===== config.mk =====
export PLATFORM = sky130hd
export DESIGN_NAME = keepalive_dead_node_monitor
export DESIGN_NICKNAME = d
export VERILOG_FILES = /design/src/hw/rtl/kdn_pkg.sv /design/src/hw/rtl/keepalive_dead_node_monitor.sv /design/src/hw/rtl/kdn_ctrl.sv /design/src/hw/rtl/kdn_dpath.sv
export SDC_FILE = /design/constraint.sdc
export NUM_CORES = 1
export LEC_CHECK = 0
export BUFFER_PORTS_ARGS = -buffer_cell sky130_fd_sc_hd__buf_4
export CORE_ASPECT_RATIO = 1.75
export CORE_MARGIN = 1.5
export CORE_UTILIZATION = 40
export DETAILED_ROUTE_END_ITERATION = 7
export GPL_TIMING_DRIVEN = 0
export PLACE_DENSITY = 0.57
export SYNTH_ARGS = -nofsm -noshare
export SYNTH_HDL_FRONTEND = slang
export SYNTH_SLANG_ARGS = --single-unit

===== constraint.sdc =====
create_clock -name clock -period 8.2 [get_ports clock]
set_input_delay 0.82 -clock clock [delete_from_list [all_inputs] [get_ports clock]]
set_output_delay 0.82 -clock clock [all_outputs]
set_load 0.01 [all_outputs]

===== src/hw/rtl/kdn_pkg.sv =====
// Shared types, codes and constants of the keepalive dead-node monitor.
package kdn_pkg;

   localparam int NUM_PEERS_DEF = 16;
   // Peer fields are 4 bits wide, so at most 16 table entries can ever be reached.
   localparam int PEER_W        = 4;
   localparam int PEER_SPAN     = 16;
   localparam int COUNT_W       = 8;
   localparam int SCAN_W        = 5;
   localparam int CSR_IDX_W     = 2;
   localparam int CSR_DATA_W    = 8;

   typedef enum logic [1:0] {
      ACT_RX   = 2'd0,
      ACT_TX   = 2'd1,
      ACT_TICK = 2'd2,
      ACT_NONE = 2'd3
   } action_type;

   typedef enum logic [1:0] {
      EV_KEEPALIVE = 2'd0,
      EV_DEAD      = 2'd1,
      EV_RECONNECT = 2'd2
   } event_type;

   typedef enum logic [CSR_IDX_W-1:0] {
      REG_MONITOR_ENABLE = 2'd0,
      REG_MISSED_LIMIT   = 2'd1,
      REG_OWN_NODE       = 2'd2,
      REG_NODES_IN_USE   = 2'd3
   } reg_index_type;

   localparam logic               MONITOR_ENABLE_RST = 1'b1;
   localparam logic [COUNT_W-1:0] MISSED_LIMIT_RST   = 8'd5;
   localparam logic [PEER_W-1:0]  OWN_NODE_RST       = 4'd0;
   localparam logic [SCAN_W-1:0]  NODES_IN_USE_RST   = 5'd16;

   // controller -> datapath
   typedef struct packed {
      logic mark;    // input beat taken in idle: apply rx/tx marks
      logic start;   // begin a scan at entry 0
      logic step;    // process the current entry
      logic flush;   // move the held event to the output with last set
   } cmd_type;

   // datapath -> controller
   typedef struct packed {
      logic tick;        // current input beat is an enabled interval tick
      logic scan_end;    // scan index reached the scan length
      logic step_ok;     // current entry can be processed this cycle
      logic pend_valid;  // an event is held back awaiting its last flag
      logic out_free;    // output register can load this cycle
   } sts_type;

endpackage


===== src/hw/rtl/keepalive_dead_node_monitor.sv =====
// Top level of the keepalive dead-node monitor.
//
// Input channel req_*: one beat per event. Receive and send marks (action 0
// and 1) are taken one per cycle while the block is idle and give no result.
// An interval tick (action 2) with monitoring enabled starts a scan of the
// peer table: one entry per cycle over min(nodes_in_use, table depth) entries
// while the result channel keeps up. req_tready stays low for the scan, so a
// tick holds intake until the scan ends and its last event is handed on.
// Result channel rsp_*: keepalive, dead and reconnect events in peer order.
// One event is held back until the next is found or the scan ends, so the
// final one can carry tlast; results pass the held event, then the output
// register. A stalled receiver halts the scan once both are full and the
// current entry yields an event; nothing is dropped. Configuration port
// csr_*: always ready; must be written only while idle, which is not checked.
// Reset (synchronous) clears the table and loads register defaults.
module keepalive_dead_node_monitor #(
   parameter int NUM_PEERS = kdn_pkg::NUM_PEERS_DEF
) (
   input  logic                           clock,
   input  logic                           reset,
   input  logic                           req_tvalid,
   output logic                           req_tready,
   input  logic [7:0]                     req_tdata,   // [3:0] peer
   input  logic [1:0]                     req_tuser,   // [1:0] action
   output logic                           rsp_tvalid,
   input  logic                           rsp_tready,
   output logic [7:0]                     rsp_tdata,   // [3:0] peer_out
   output logic [1:0]                     rsp_tuser,   // [1:0] event_res
   output logic                           rsp_tlast,
   input  logic                           csr_valid,
   output logic                           csr_ready,
   input  logic [kdn_pkg::CSR_IDX_W-1:0]  csr_index,
   input  logic [kdn_pkg::CSR_DATA_W-1:0] csr_data
);

   kdn_pkg::cmd_type cmd;
   kdn_pkg::sts_type sts;

   kdn_ctrl u_ctrl (
      .clock      (clock),
      .reset      (reset),
      .req_tvalid (req_tvalid),
      .req_tready (req_tready),
      .sts        (sts),
      .cmd        (cmd)
   );

   kdn_dpath #(
      .NUM_PEERS (NUM_PEERS)
   ) u_dpath (
      .clock      (clock),
      .reset      (reset),
      .req_tdata  (req_tdata),
      .req_tuser  (req_tuser),
      .cmd        (cmd),
      .sts        (sts),
      .csr_valid  (csr_valid),
      .csr_ready  (csr_ready),
      .csr_index  (csr_index),
      .csr_data   (csr_data),
      .rsp_tvalid (rsp_tvalid),
      .rsp_tready (rsp_tready),
      .rsp_tdata  (rsp_tdata),
      .rsp_tuser  (rsp_tuser),
      .rsp_tlast  (rsp_tlast)
   );

endmodule


===== src/hw/rtl/kdn_ctrl.sv =====
// Sequencer for the monitor: idle event intake and the per-tick table scan.
module kdn_ctrl (
   input  logic             clock,
   input  logic             reset,
   input  logic             req_tvalid,
   output logic             req_tready,
   input  kdn_pkg::sts_type sts,
   output kdn_pkg::cmd_type cmd
);

   typedef enum logic {
      ST_IDLE,
      ST_SCAN
   } state_type;

   state_type state_ff, state_in;

   assign req_tready = (state_ff == ST_IDLE);

   always_comb begin
      cmd      = '0;
      state_in = state_ff;
      case (state_ff)
         ST_IDLE: begin
            if (req_tvalid) begin
               cmd.mark = 1'b1;
               if (sts.tick) begin
                  cmd.start = 1'b1;
                  state_in  = ST_SCAN;
               end
            end
         end
         ST_SCAN: begin
            if (sts.scan_end) begin
               if (!sts.pend_valid) begin
                  state_in = ST_IDLE;
               end else if (sts.out_free) begin
                  cmd.flush = 1'b1;
                  state_in  = ST_IDLE;
               end
            end else if (sts.step_ok) begin
               cmd.step = 1'b1;
            end
         end
         default: begin
            state_in = ST_IDLE;
         end
      endcase
   end

   always_ff @(posedge clock) begin
      if (reset) begin
         state_ff <= ST_IDLE;
      end else begin
         state_ff <= state_in;
      end
   end

`ifndef ASSERT_OFF
   a_start_scans: assert property (@(posedge clock) disable iff (reset)
      cmd.start |=> (state_ff == ST_SCAN))
      else $error("scan did not begin after start");
   a_flush_ends: assert property (@(posedge clock) disable iff (reset)
      cmd.flush |=> req_tready)
      else $error("intake not reopened after final event");
`endif

endmodule


===== src/hw/rtl/kdn_dpath.sv =====
// Peer table, configuration registers, held event and output register.
module kdn_dpath #(
   parameter int NUM_PEERS = kdn_pkg::NUM_PEERS_DEF
) (
   input  logic                              clock,
   input  logic                              reset,
   input  logic [7:0]                        req_tdata,
   input  logic [1:0]                        req_tuser,
   input  kdn_pkg::cmd_type                  cmd,
   output kdn_pkg::sts_type                  sts,
   input  logic                              csr_valid,
   output logic                              csr_ready,
   input  logic [kdn_pkg::CSR_IDX_W-1:0]     csr_index,
   input  logic [kdn_pkg::CSR_DATA_W-1:0]    csr_data,
   output logic                              rsp_tvalid,
   input  logic                              rsp_tready,
   output logic [7:0]                        rsp_tdata,
   output logic [1:0]                        rsp_tuser,
   output logic                              rsp_tlast
);

   localparam int TBL_D  = (NUM_PEERS < kdn_pkg::PEER_SPAN) ? NUM_PEERS : kdn_pkg::PEER_SPAN;
   localparam int TIDX_W = (TBL_D > 1) ? $clog2(TBL_D) : 1;
   localparam int CW     = kdn_pkg::COUNT_W;
   localparam int SW     = kdn_pkg::SCAN_W;
   localparam int PW     = kdn_pkg::PEER_W;

   // configuration
   logic          enable_ff;
   logic [CW-1:0] limit_ff;
   logic [PW-1:0] own_ff;
   logic [SW-1:0] in_use_ff;

   // table
   logic [TBL_D-1:0] rx_ff, rx_in, tx_ff, tx_in, dis_ff, dis_in;
   logic [CW-1:0]    miss_ff [TBL_D];
   logic [CW-1:0]    miss_in [TBL_D];

   // scan and events
   logic [SW-1:0]      cnt_ff, cnt_in;
   logic               pend_v_ff, pend_v_in;
   logic [PW-1:0]      pend_peer_ff, pend_peer_in;
   kdn_pkg::event_type pend_ev_ff, pend_ev_in;
   logic               out_v_ff, out_v_in;
   logic [PW-1:0]      out_peer_ff, out_peer_in;
   kdn_pkg::event_type out_ev_ff, out_ev_in;
   logic               out_last_ff, out_last_in;

   kdn_pkg::action_type act;
   logic [PW-1:0]       peer;
   logic                peer_ok;
   logic [TIDX_W-1:0]   pidx, sidx;
   logic [SW-1:0]       scan_len;
   logic                load_out;

   // current entry evaluation
   logic               skip, c_rx, c_tx, c_dis;
   logic [CW-1:0]      c_miss, n_miss;
   logic               ev_v;
   kdn_pkg::event_type ev;

   assign act      = kdn_pkg::action_type'(req_tuser);
   assign peer     = req_tdata[PW-1:0];
   assign peer_ok  = (SW'(peer) < SW'(TBL_D));
   assign pidx     = peer[TIDX_W-1:0];
   assign sidx     = cnt_ff[TIDX_W-1:0];
   assign scan_len = (in_use_ff < SW'(TBL_D)) ? in_use_ff : SW'(TBL_D);

   assign csr_ready = 1'b1;

   always_ff @(posedge clock) begin
      if (reset) begin
         enable_ff <= kdn_pkg::MONITOR_ENABLE_RST;
         limit_ff  <= kdn_pkg::MISSED_LIMIT_RST;
         own_ff    <= kdn_pkg::OWN_NODE_RST;
         in_use_ff <= kdn_pkg::NODES_IN_USE_RST;
      end else if (csr_valid) begin
         case (kdn_pkg::reg_index_type'(csr_index))
            kdn_pkg::REG_MONITOR_ENABLE: enable_ff <= csr_data[0];
            kdn_pkg::REG_MISSED_LIMIT:   limit_ff  <= csr_data;
            kdn_pkg::REG_OWN_NODE:       own_ff    <= csr_data[PW-1:0];
            kdn_pkg::REG_NODES_IN_USE:   in_use_ff <= csr_data[SW-1:0];
            default: ;
         endcase
      end
   end

   // what the current scan entry does
   always_comb begin
      skip   = (cnt_ff == SW'(own_ff));
      c_rx   = rx_ff[sidx];
      c_tx   = tx_ff[sidx];
      c_dis  = dis_ff[sidx];
      c_miss = miss_ff[sidx];
      if (c_rx) begin
         n_miss = '0;
      end else if (c_miss == {CW{1'b1}}) begin
         n_miss = c_miss;
      end else begin
         n_miss = c_miss + CW'(1);
      end
      ev_v = 1'b0;
      ev   = kdn_pkg::EV_KEEPALIVE;
      if (skip) begin
         ev_v = 1'b0;
      end else if (c_dis) begin
         ev_v = c_rx;
         ev   = kdn_pkg::EV_RECONNECT;
      end else if (n_miss >= limit_ff) begin
         ev_v = 1'b1;
         ev   = kdn_pkg::EV_DEAD;
      end else begin
         ev_v = !c_tx;
         ev   = kdn_pkg::EV_KEEPALIVE;
      end
   end

   assign sts.tick       = (act == kdn_pkg::ACT_TICK) && enable_ff;
   assign sts.scan_end   = (cnt_ff >= scan_len);
   assign sts.out_free   = !out_v_ff || rsp_tready;
   assign sts.pend_valid = pend_v_ff;
   assign sts.step_ok    = !(ev_v && pend_v_ff && !sts.out_free);

   // table update
   always_comb begin
      rx_in   = rx_ff;
      tx_in   = tx_ff;
      dis_in  = dis_ff;
      miss_in = miss_ff;
      if (cmd.mark && peer_ok) begin
         if (act == kdn_pkg::ACT_RX) begin
            rx_in[pidx] = 1'b1;
         end else if (act == kdn_pkg::ACT_TX) begin
            tx_in[pidx] = 1'b1;
         end
      end
      if (cmd.step && !skip) begin
         if (c_dis) begin
            if (c_rx) begin
               dis_in[sidx]  = 1'b0;
               miss_in[sidx] = '0;
            end
         end else begin
            miss_in[sidx] = n_miss;
            rx_in[sidx]   = 1'b0;
            if (n_miss >= limit_ff) begin
               dis_in[sidx] = 1'b1;
            end else begin
               tx_in[sidx] = 1'b0;
            end
         end
      end
   end

   // scan counter, held event, output register
   always_comb begin
      cnt_in       = cnt_ff;
      pend_v_in    = pend_v_ff;
      pend_peer_in = pend_peer_ff;
      pend_ev_in   = pend_ev_ff;
      load_out     = 1'b0;
      out_peer_in  = out_peer_ff;
      out_ev_in    = out_ev_ff;
      out_last_in  = out_last_ff;
      if (cmd.start) begin
         cnt_in = '0;
      end
      if (cmd.step) begin
         cnt_in = cnt_ff + SW'(1);
         if (ev_v) begin
            if (pend_v_ff) begin
               load_out    = 1'b1;
               out_peer_in = pend_peer_ff;
               out_ev_in   = pend_ev_ff;
               out_last_in = 1'b0;
            end
            pend_v_in    = 1'b1;
            pend_peer_in = cnt_ff[PW-1:0];
            pend_ev_in   = ev;
         end
      end
      if (cmd.flush) begin
         load_out    = 1'b1;
         out_peer_in = pend_peer_ff;
         out_ev_in   = pend_ev_ff;
         out_last_in = 1'b1;
         pend_v_in   = 1'b0;
      end
      if (load_out) begin
         out_v_in = 1'b1;
      end else if (rsp_tready) begin
         out_v_in = 1'b0;
      end else begin
         out_v_in = out_v_ff;
      end
   end

   always_ff @(posedge clock) begin
      if (reset) begin
         rx_ff     <= '0;
         tx_ff     <= '0;
         dis_ff    <= '0;
         for (int i = 0; i < TBL_D; i++) begin
            miss_ff[i] <= '0;
         end
         cnt_ff    <= '0;
         pend_v_ff <= 1'b0;
         out_v_ff  <= 1'b0;
      end else begin
         rx_ff     <= rx_in;
         tx_ff     <= tx_in;
         dis_ff    <= dis_in;
         miss_ff   <= miss_in;
         cnt_ff    <= cnt_in;
         pend_v_ff <= pend_v_in;
         out_v_ff  <= out_v_in;
      end
   end

   always_ff @(posedge clock) begin
      pend_peer_ff <= pend_peer_in;
      pend_ev_ff   <= pend_ev_in;
      out_peer_ff  <= out_peer_in;
      out_ev_ff    <= out_ev_in;
      out_last_ff  <= out_last_in;
   end

   assign rsp_tvalid = out_v_ff;
   assign rsp_tdata  = {4'b0000, out_peer_ff};
   assign rsp_tuser  = out_ev_ff;
   assign rsp_tlast  = out_last_ff;

`ifndef ASSERT_OFF
   a_load_free: assert property (@(posedge clock) disable iff (reset)
      load_out |-> (!out_v_ff || rsp_tready))
      else $error("output register overwritten while stalled");
   a_start_clean: assert property (@(posedge clock) disable iff (reset)
      cmd.start |-> !pend_v_ff)
      else $error("scan started with an event still held");
   a_flush_pending: assert property (@(posedge clock) disable iff (reset)
      cmd.flush |=> (!pend_v_ff && out_v_ff && out_last_ff))
      else $error("final event not presented with last");
`endif

endmodule


==> results of run 1 <==
-- through the flow --
| step | cell area, um^2 | hold slack (ns) |
|---|---|---|
| after floorplan | 10800 | 0.400 |
| after global placement | 11500 | 0.400 |
| after detailed placement | 11500 | 0.405 |
| after CTS | 12200 | 0.421 |
| after global routing | 12200 | 0.421 |
| final | 12200 | 0.421 |
-- registers in the layout (all words and copies together), names as in the netlist, 2 cells and up, named ones only --
register and count:
u_dpath.rx_ff 16, u_dpath.pend_peer_ff 4, u_dpath.out_peer_ff 4, u_dpath.own_ff 4, u_dpath.rsp_tuser 2, u_dpath.tx_ff 16, u_dpath.miss_ff 128, u_dpath.in_use_ff 5
u_dpath.cnt_ff 5, u_dpath.limit_ff 8, u_dpath.pend_ev_ff 2
-- layer usage --
layer	global-route usage [%]	routed length, um	vias up
li1	-	-	4310
met1	29.3	13700	4623
met2	50.1	19800	494
met3	5.92	2730	183
met4	23.8	3720	0
met5	0	0	-
-- layout by cell type (no fill, tap or decap), types with 18 or more instances in the layout --
master / netlist / routed
ha_1: 18 / 18
nor2_1: 29 / 29
nand2_1: 126 / 126
dfxtp_1: 203 / 203
buf_2: 20 / 20
nand3_1: 67 / 67
clkbuf_1: 47 / 48
mux2i_1: 42 / 42
mux4_2: 43 / 43
a311oi_1: 26 / 26
o22ai_1: 30 / 30
clkbuf_16: 0 / 22
a21oi_1: 100 / 100
o21ai_0: 42 / 42
inv_1: 30 / 30
buf_4: 10 / 39
a211oi_1: 22 / 22
-- how the worst max path moves through the flow --
stage / start / to / cells past startpoint
floorplan: u_dpath.cnt_ff[0]$_SDFFE_PP0P_ / u_dpath.cnt_ff[2]$_SDFFE_PP0P_ / 21
detailed placement: u_dpath.cnt_ff[1]$_SDFFE_PP0P_ / u_dpath.tx_ff[12]$_SDFF_PP0_ / 24
global placement: u_dpath.cnt_ff[1]$_SDFFE_PP0P_ / u_dpath.tx_ff[10]$_SDFF_PP0_ / 22
finish: u_dpath.cnt_ff[2]$_SDFFE_PP0P_ / u_dpath.tx_ff[12]$_SDFF_PP0_ / 22
CTS: u_dpath.cnt_ff[1]$_SDFFE_PP0P_ / u_dpath.tx_ff[12]$_SDFF_PP0_ / 24
global route: u_dpath.cnt_ff[3]$_SDFFE_PP0P_ / u_dpath.tx_ff[12]$_SDFF_PP0_ / 21
-- cell type report --
| type | count | share of cell area, % |
|---|---|---|
| plain buffers | 100 | 4.52 |
| clock buffers | 27 | 4.99 |
| clock inverters | 11 | 1.30 |
| inverters | 30 | 0.921 |
| multi-input cells | 774 | 47.0 |
| flip-flops and latches | 215 | 36.2 |
| well taps | 324 | 3.32 |
| repair buffers | 29 | 1.78 |
-- Yosys cell counts (10+ instances only) --
| library cell | count |
|---|---|
| ha_1 | 18 |
| a311oi_1 | 26 |
| buf_4 | 10 |
| inv_1 | 30 |
| a31oi_1 | 16 |
| nand2_1 | 126 |
| nor2_1 | 29 |
| buf_6 | 12 |
| o22ai_1 | 30 |
| o21ai_0 | 42 |
| o21ai_1 | 13 |
| mux4_2 | 43 |
| nand4_1 | 10 |
| nor2_2 | 12 |
| o32ai_1 | 14 |
| or3_1 | 12 |
| mux2i_1 | 42 |
| a211oi_1 | 22 |
| nor3_4 | 10 |
| clkbuf_1 | 47 |
| dfxtp_1 | 203 |
| buf_2 | 20 |
| nand3_1 | 67 |
| edfxtp_1 | 12 |
| a21oi_1 | 100 |
| a22oi_1 | 14 |
-- kinds of logic after synthesis --
logic type | count (synthesis)
compound gates | 325
xor+xnor | 5
fa+ha+maj | 18
buf+inv | 130
flops | 215
mux | 87
other cells | 2
simple gates | 334
-- critical path: cells and delay by family, from the launching register on --
family	cells	cell delay [ns]
buffers and inverters	5	1.67
adders and majority gates	2	0.63
DFF	1	0.32
and+or+nand+nor	8	1.83
AOI/OAI and AO/OA	7	1.68
-- report_power, final --
group	internal (mW)	switching, mW	total (mW)
combinational	0.0422	0.0930	0.135
clock	0.652	0.449	1.10
sequential	1.06	0.00459	1.06
total	1.75	0.547	2.30
==> results.sh, run 1 <==
export IMPL_status="finished, final reports clean"
export IMPL_finalHoldViolations=0
export IMPL_max_freq_mhz=159
export IMPL_ys_warn_count=0
export IMPL_worstRegToRegCells=22
export IMPL_clk_latency_ns=0.55
export IMPL_utilization_pct=46.0
export IMPL_ir_drop_uv=122
export IMPL_cp_cell_sequence="clkbuf_1 -> nor2_1 -> clkbuf_1 -> a22oi_1 -> nand2_2 -> ha_1 -> inv_1 -> a21oi_1 -> and2_1 -> buf_2 -> nand2_1 -> nand2_1 -> nand3_1 -> ha_1 -> nand2b_1 -> a21oi_1 -> o21ai_0 -> a211oi_2 -> a21oi_4 -> nor4_4 -> buf_2 -> a311oi_1"
export IMPL_end_kind="flop"
export IMPL_relSlewSlack_pct=30.2
export IMPL_power_leakage_nw=4.10
export IMPL_startpoint_type="flop"
export IMPL_clockRootBuffer="clkbuf_16"
export IMPL_period_share_pct=76.9
export IMPL_cts_tree="done"
export IMPL_yosys_area_top_type="dfxtp_1"
export IMPL_synth_edf_count=12
export IMPL_die_height_um=221
export IMPL_regArea_mm2=0.00442
export IMPL_tns_ns=0
export IMPL_cp_arrival_ns=6.70
export IMPL_rr_endpoint="u_dpath.tx_ff[12]$_SDFF_PP0_"
export IMPL_clkSinkCount=215
export IMPL_yosysSeqAreaShare_pct=40.9
export IMPL_setup_ws_ns=1.89
export IMPL_cts_buffers=21
export IMPL_synth_compound_area_share_pct=20.0
export IMPL_powerDensity_mw_per_mm2=188
export IMPL_rsz0062_at_grt="false"
export IMPL_ys_types=79
export IMPL_core_rowCount=79
export IMPL_clk_pin_slew_ns=0.06
export IMPL_cp_max_fo=10
export IMPL_worstReg2RegStart="u_dpath.cnt_ff[2]$_SDFFE_PP0P_"
export IMPL_slowest_delay_ns=0.83
export IMPL_core_area_mm2=0.0266
export IMPL_cts_setup_buffers=0
export IMPL_clock_skew_ns=0.0206
export IMPL_overflow=0
export IMPL_hpwl_um=29400
export IMPL_placed_cells=1472
export IMPL_synth_area_mm2=0.0108
export IMPL_finalSetupViolations=0
export IMPL_cap_violations=0
export IMPL_die_w_um=127
export IMPL_postSynthCellCount=1116
export IMPL_synthTopCellsByArea="dfxtp_1 38%, mux4_2 9.0%, a21oi_1 4.6%"
export IMPL_cts_hold_buf=0
export IMPL_antenna_cells=0
export IMPL_p_total_mw=2.30
export IMPL_tightest_slew_ns=1.05
export IMPL_clockBufferDepth=3
export IMPL_area_growth_pct=13.0
export IMPL_drive_gt1_share_pct=18.4
export IMPL_final_nets=1214
export IMPL_drtAntennaViolNets=0
export IMPL_io_pins=39
export IMPL_hp_start="u_dpath.pend_peer_ff[2]$_DFFE_PP_"
export IMPL_crit_type="flop to flop"
export IMPL_synth_async_reset_ratio_pct=0
export IMPL_ys_ff_latch=215
export IMPL_vias=9610
export IMPL_maxSlewViolCount=0
export IMPL_synth_top_family_by_area="compound AO/OA/AOI/OAI gates"
export IMPL_whs_path_depth=0
export IMPL_die_area_mm2=0.0281
export IMPL_grtUsageTotal_pct=28.7
export IMPL_gp_congestion=0.972
export IMPL_synthMuxAreaShare_pct=13.2
export IMPL_fillers=2551
export IMPL_crit_required_ns=8.59
export IMPL_synth_top_area_share_pct=37.6
export IMPL_routed_wl_um=39900
export IMPL_synthXorXnorAreaFrac_pct=0.405
export IMPL_viasPerCell=6.36
export IMPL_min_path_type="flop to flop"
export IMPL_drc=0
export IMPL_wl_per_cell_um=26.5
export IMPL_htree_levels=1
export IMPL_cts_resized_gates=0
export IMPL_stdcell_count=1510
export IMPL_portBuffers=29
export IMPL_period_needed_ns=6.31
export IMPL_grt_pass1_wl_um=59000
export IMPL_synth_fa_ha_area_share_pct=2.08
export IMPL_avgSynthCellArea_um2=9.69
export IMPL_start_util_pct=40.7
export IMPL_synth_simple_gate_area_share_pct=17.2
export IMPL_grt_pass1_vias=9425
export IMPL_rrSetupSlack_ns=1.89
export IMPL_min_to="u_dpath.out_peer_ff[2]$_DFFE_PP_"
export IMPL_grt_antenna_before_repair=0
export IMPL_critical_path_slowest_cell="clkbuf_1"
export IMPL_dr_pass1_iters=5
export IMPL_pre_cts_slack_ns=2.01
export IMPL_grt_max_degree=16
export IMPL_multiInputGateArea_mm2=0.00574
export IMPL_ys_flop_type="dfxtp_1"
export IMPL_drt_initial_drc_count=856
(Power assumes the default switching activity.)
==> run 2, diff against run 1 <==
- clock period: 8.2 -> 6.5 ns (I/O delays scaled with it)
==> run 2 against run 1 <==
Compared with the run above:
- largest power group unchanged
- sequential cell count stayed put
- non-clock buffer count is 2 higher
- via count is 0.28% lower
- sequential share of layout area is 0.052 points lower
- largest cell class unchanged
- cell count is 0.13% higher
- sequential power is 26% higher
==> results.sh, run 2 (synthesis gave the netlist of run 1 again) <==
export IMPL_cts_buffers=21
export IMPL_clockRootBuffer="clkbuf_16"
export IMPL_grt_antenna_before_repair=0
export IMPL_period_needed_ns=6.12
export IMPL_vias=9583
export IMPL_relSlewSlack_pct=31.2
export IMPL_maxSlewViolCount=0
export IMPL_tns_ns=0
export IMPL_cp_max_fo=10
export IMPL_grtUsageTotal_pct=28.7
export IMPL_overflow=0
export IMPL_grt_max_degree=16
export IMPL_wl_per_cell_um=26.4
export IMPL_drt_initial_drc_count=980
export IMPL_cp_arrival_ns=6.59
export IMPL_period_share_pct=94.1
export IMPL_core_rowCount=79
export IMPL_drive_gt1_share_pct=18.7
export IMPL_power_leakage_nw=4.11
export IMPL_cts_tree="done"
export IMPL_fillers=2548
export IMPL_tightest_slew_ns=1.03
export IMPL_rsz0062_at_grt="false"
export IMPL_finalSetupViolations=0
export IMPL_regMostFlops="u_dpath.miss_ff"
export IMPL_regArea_mm2=0.00442
export IMPL_drtAntennaViolNets=0
export IMPL_crit_type="flop to flop"
export IMPL_clk_pin_slew_ns=0.07
export IMPL_htree_levels=1
export IMPL_cpLargestDelayFamily="buffers and inverters"
export IMPL_clockBufferDepth=3
export IMPL_crit_required_ns=6.97
export IMPL_finalHoldViolations=0
export IMPL_ir_drop_uv=154
export IMPL_routed_wl_um=39900
export IMPL_status="finished, final reports clean"
export IMPL_antenna_cells=0
export IMPL_slowest_delay_ns=0.63
export IMPL_core_area_mm2=0.0266
export IMPL_dr_pass1_iters=6
export IMPL_start_util_pct=40.7
export IMPL_clock_skew_ns=0.0214
export IMPL_clk_latency_ns=0.55
export IMPL_min_path_type="input pin to flop"
export IMPL_max_freq_mhz=163
export IMPL_die_height_um=221
export IMPL_pre_cts_slack_ns=0.311
export IMPL_final_nets=1216
export IMPL_clkSinkCount=215
export IMPL_io_pins=39
export IMPL_final_common_cell="dfxtp_1"
export IMPL_largest_reg_flops=128
export IMPL_gp_congestion=0.972
export IMPL_cpMostUsedCell="buf_6"
export IMPL_viasPerCell=6.34
export IMPL_powerDensity_mw_per_mm2=237
export IMPL_cap_violations=0
export IMPL_drc=0
export IMPL_reg_top3="u_dpath.miss_ff x128, u_dpath.rx_ff x16, u_dpath.tx_ff x16"
export IMPL_p_total_mw=2.90
export IMPL_die_area_mm2=0.0281
export IMPL_cp_cell_sequence="buf_6 -> buf_6 -> buf_6 -> buf_6 -> mux4_2 -> a22oi_1 -> nand2_4 -> ha_1 -> inv_1 -> a21oi_1 -> and2_1 -> buf_2 -> and3_4 -> o21a_1 -> ha_1 -> a21oi_1 -> o21ai_0 -> a21o_1 -> clkbuf_1 -> clkbuf_1 -> a31oi_1 -> a211oi_2"
export IMPL_hpwl_um=29400
export IMPL_cts_hold_buf=0
export IMPL_die_w_um=127
export IMPL_end_kind="flop"
export IMPL_portBuffers=29
export IMPL_setup_ws_ns=0.381
export IMPL_grt_pass1_wl_um=59000
export IMPL_final_cell_mix="203 x dfxtp_1, 126 x nand2_1, 100 x a21oi_1"
export IMPL_utilization_pct=46.0
export IMPL_multiInputGateArea_mm2=0.00574
export IMPL_grt_pass1_vias=9425
export IMPL_path_buf_inv=8
export IMPL_startpoint_type="flop"
export IMPL_critical_path_slowest_cell="dfxtp_1"
export IMPL_area_growth_pct=13.1
[run 2: cell count changes in the layout (fill, tap and decap cells not counted), sizes merged]
cell,previous run,this run
buf,80,82
[run 2: final timing paths]
kind                                     start                                end  slack (ns)  depth (start not counted)
max             u_dpath.cnt_ff[1]$_SDFFE_PP0P_                               flop        0.38                         22
min                                csr_data[4]  u_dpath.in_use_ff[4]$_SDFFE_PP1P_        0.33                          3
max reg2reg     u_dpath.cnt_ff[1]$_SDFFE_PP0P_                               flop        0.38                         22
min reg2reg  u_dpath.pend_peer_ff[2]$_DFFE_PP_   u_dpath.out_peer_ff[2]$_DFFE_PP_        0.42                          0
[run 2: power by group]
| part | total (mW) | internal [mW] | leakage (nW) | switching, mW |
|---|---|---|---|---|
| clock | 1.39 | 0.823 | 0.386 | 0.567 |
| sequential | 1.34 | 1.33 | 1.75 | 0.00584 |
| combinational | 0.171 | 0.0534 | 1.98 | 0.117 |
| total | 2.90 | 2.21 | 4.11 | 0.690 |
[run 2: timing repair]
item | 4_1_cts | 5_1_grt
endpoints found under the setup margin | 0 | 181
gates resized for setup | 0 | 6
hold endpoints to repair | 0 | 0
setup buffers | 0 | 2
[run 2: final cells by class]
class                   instances  area share [%]
plain buffers                 100            4.54
well taps                     324            3.31
clock buffers                  27            4.98
clock inverters                11            1.30
multi-input cells             774            46.9
flip-flops and latches        215            36.1
inverters                      30           0.920
repair buffers                 31            1.90
[run 2: worst min-delay path: cells and delay by family]
family | cells | cell delay (ns)
AND/OR/NAND/NOR | 1 | 0.05
buffers and inverters | 1 | 0.09
multiplexers | 1 | 0.05
[run 2: routing by layer]
layer	wire length, um	GRT usage (%)
met3	2530	5.92
met1	13800	29.3
met2	19800	50.1
met5	0	0
met4	3770	23.8
[run 2: metrics by stage]
step / instances / cell area [um^2] / hold slack (ns)
after global placement: 1472 / 11500 / 0.400
after detailed placement: 1472 / 11500 / 0.405
final: 1512 / 12200 / 0.334
after CTS: 1510 / 12200 / 0.340
after global routing: 1512 / 12200 / 0.347
after floorplan: 1119 / 10800 / 0.400
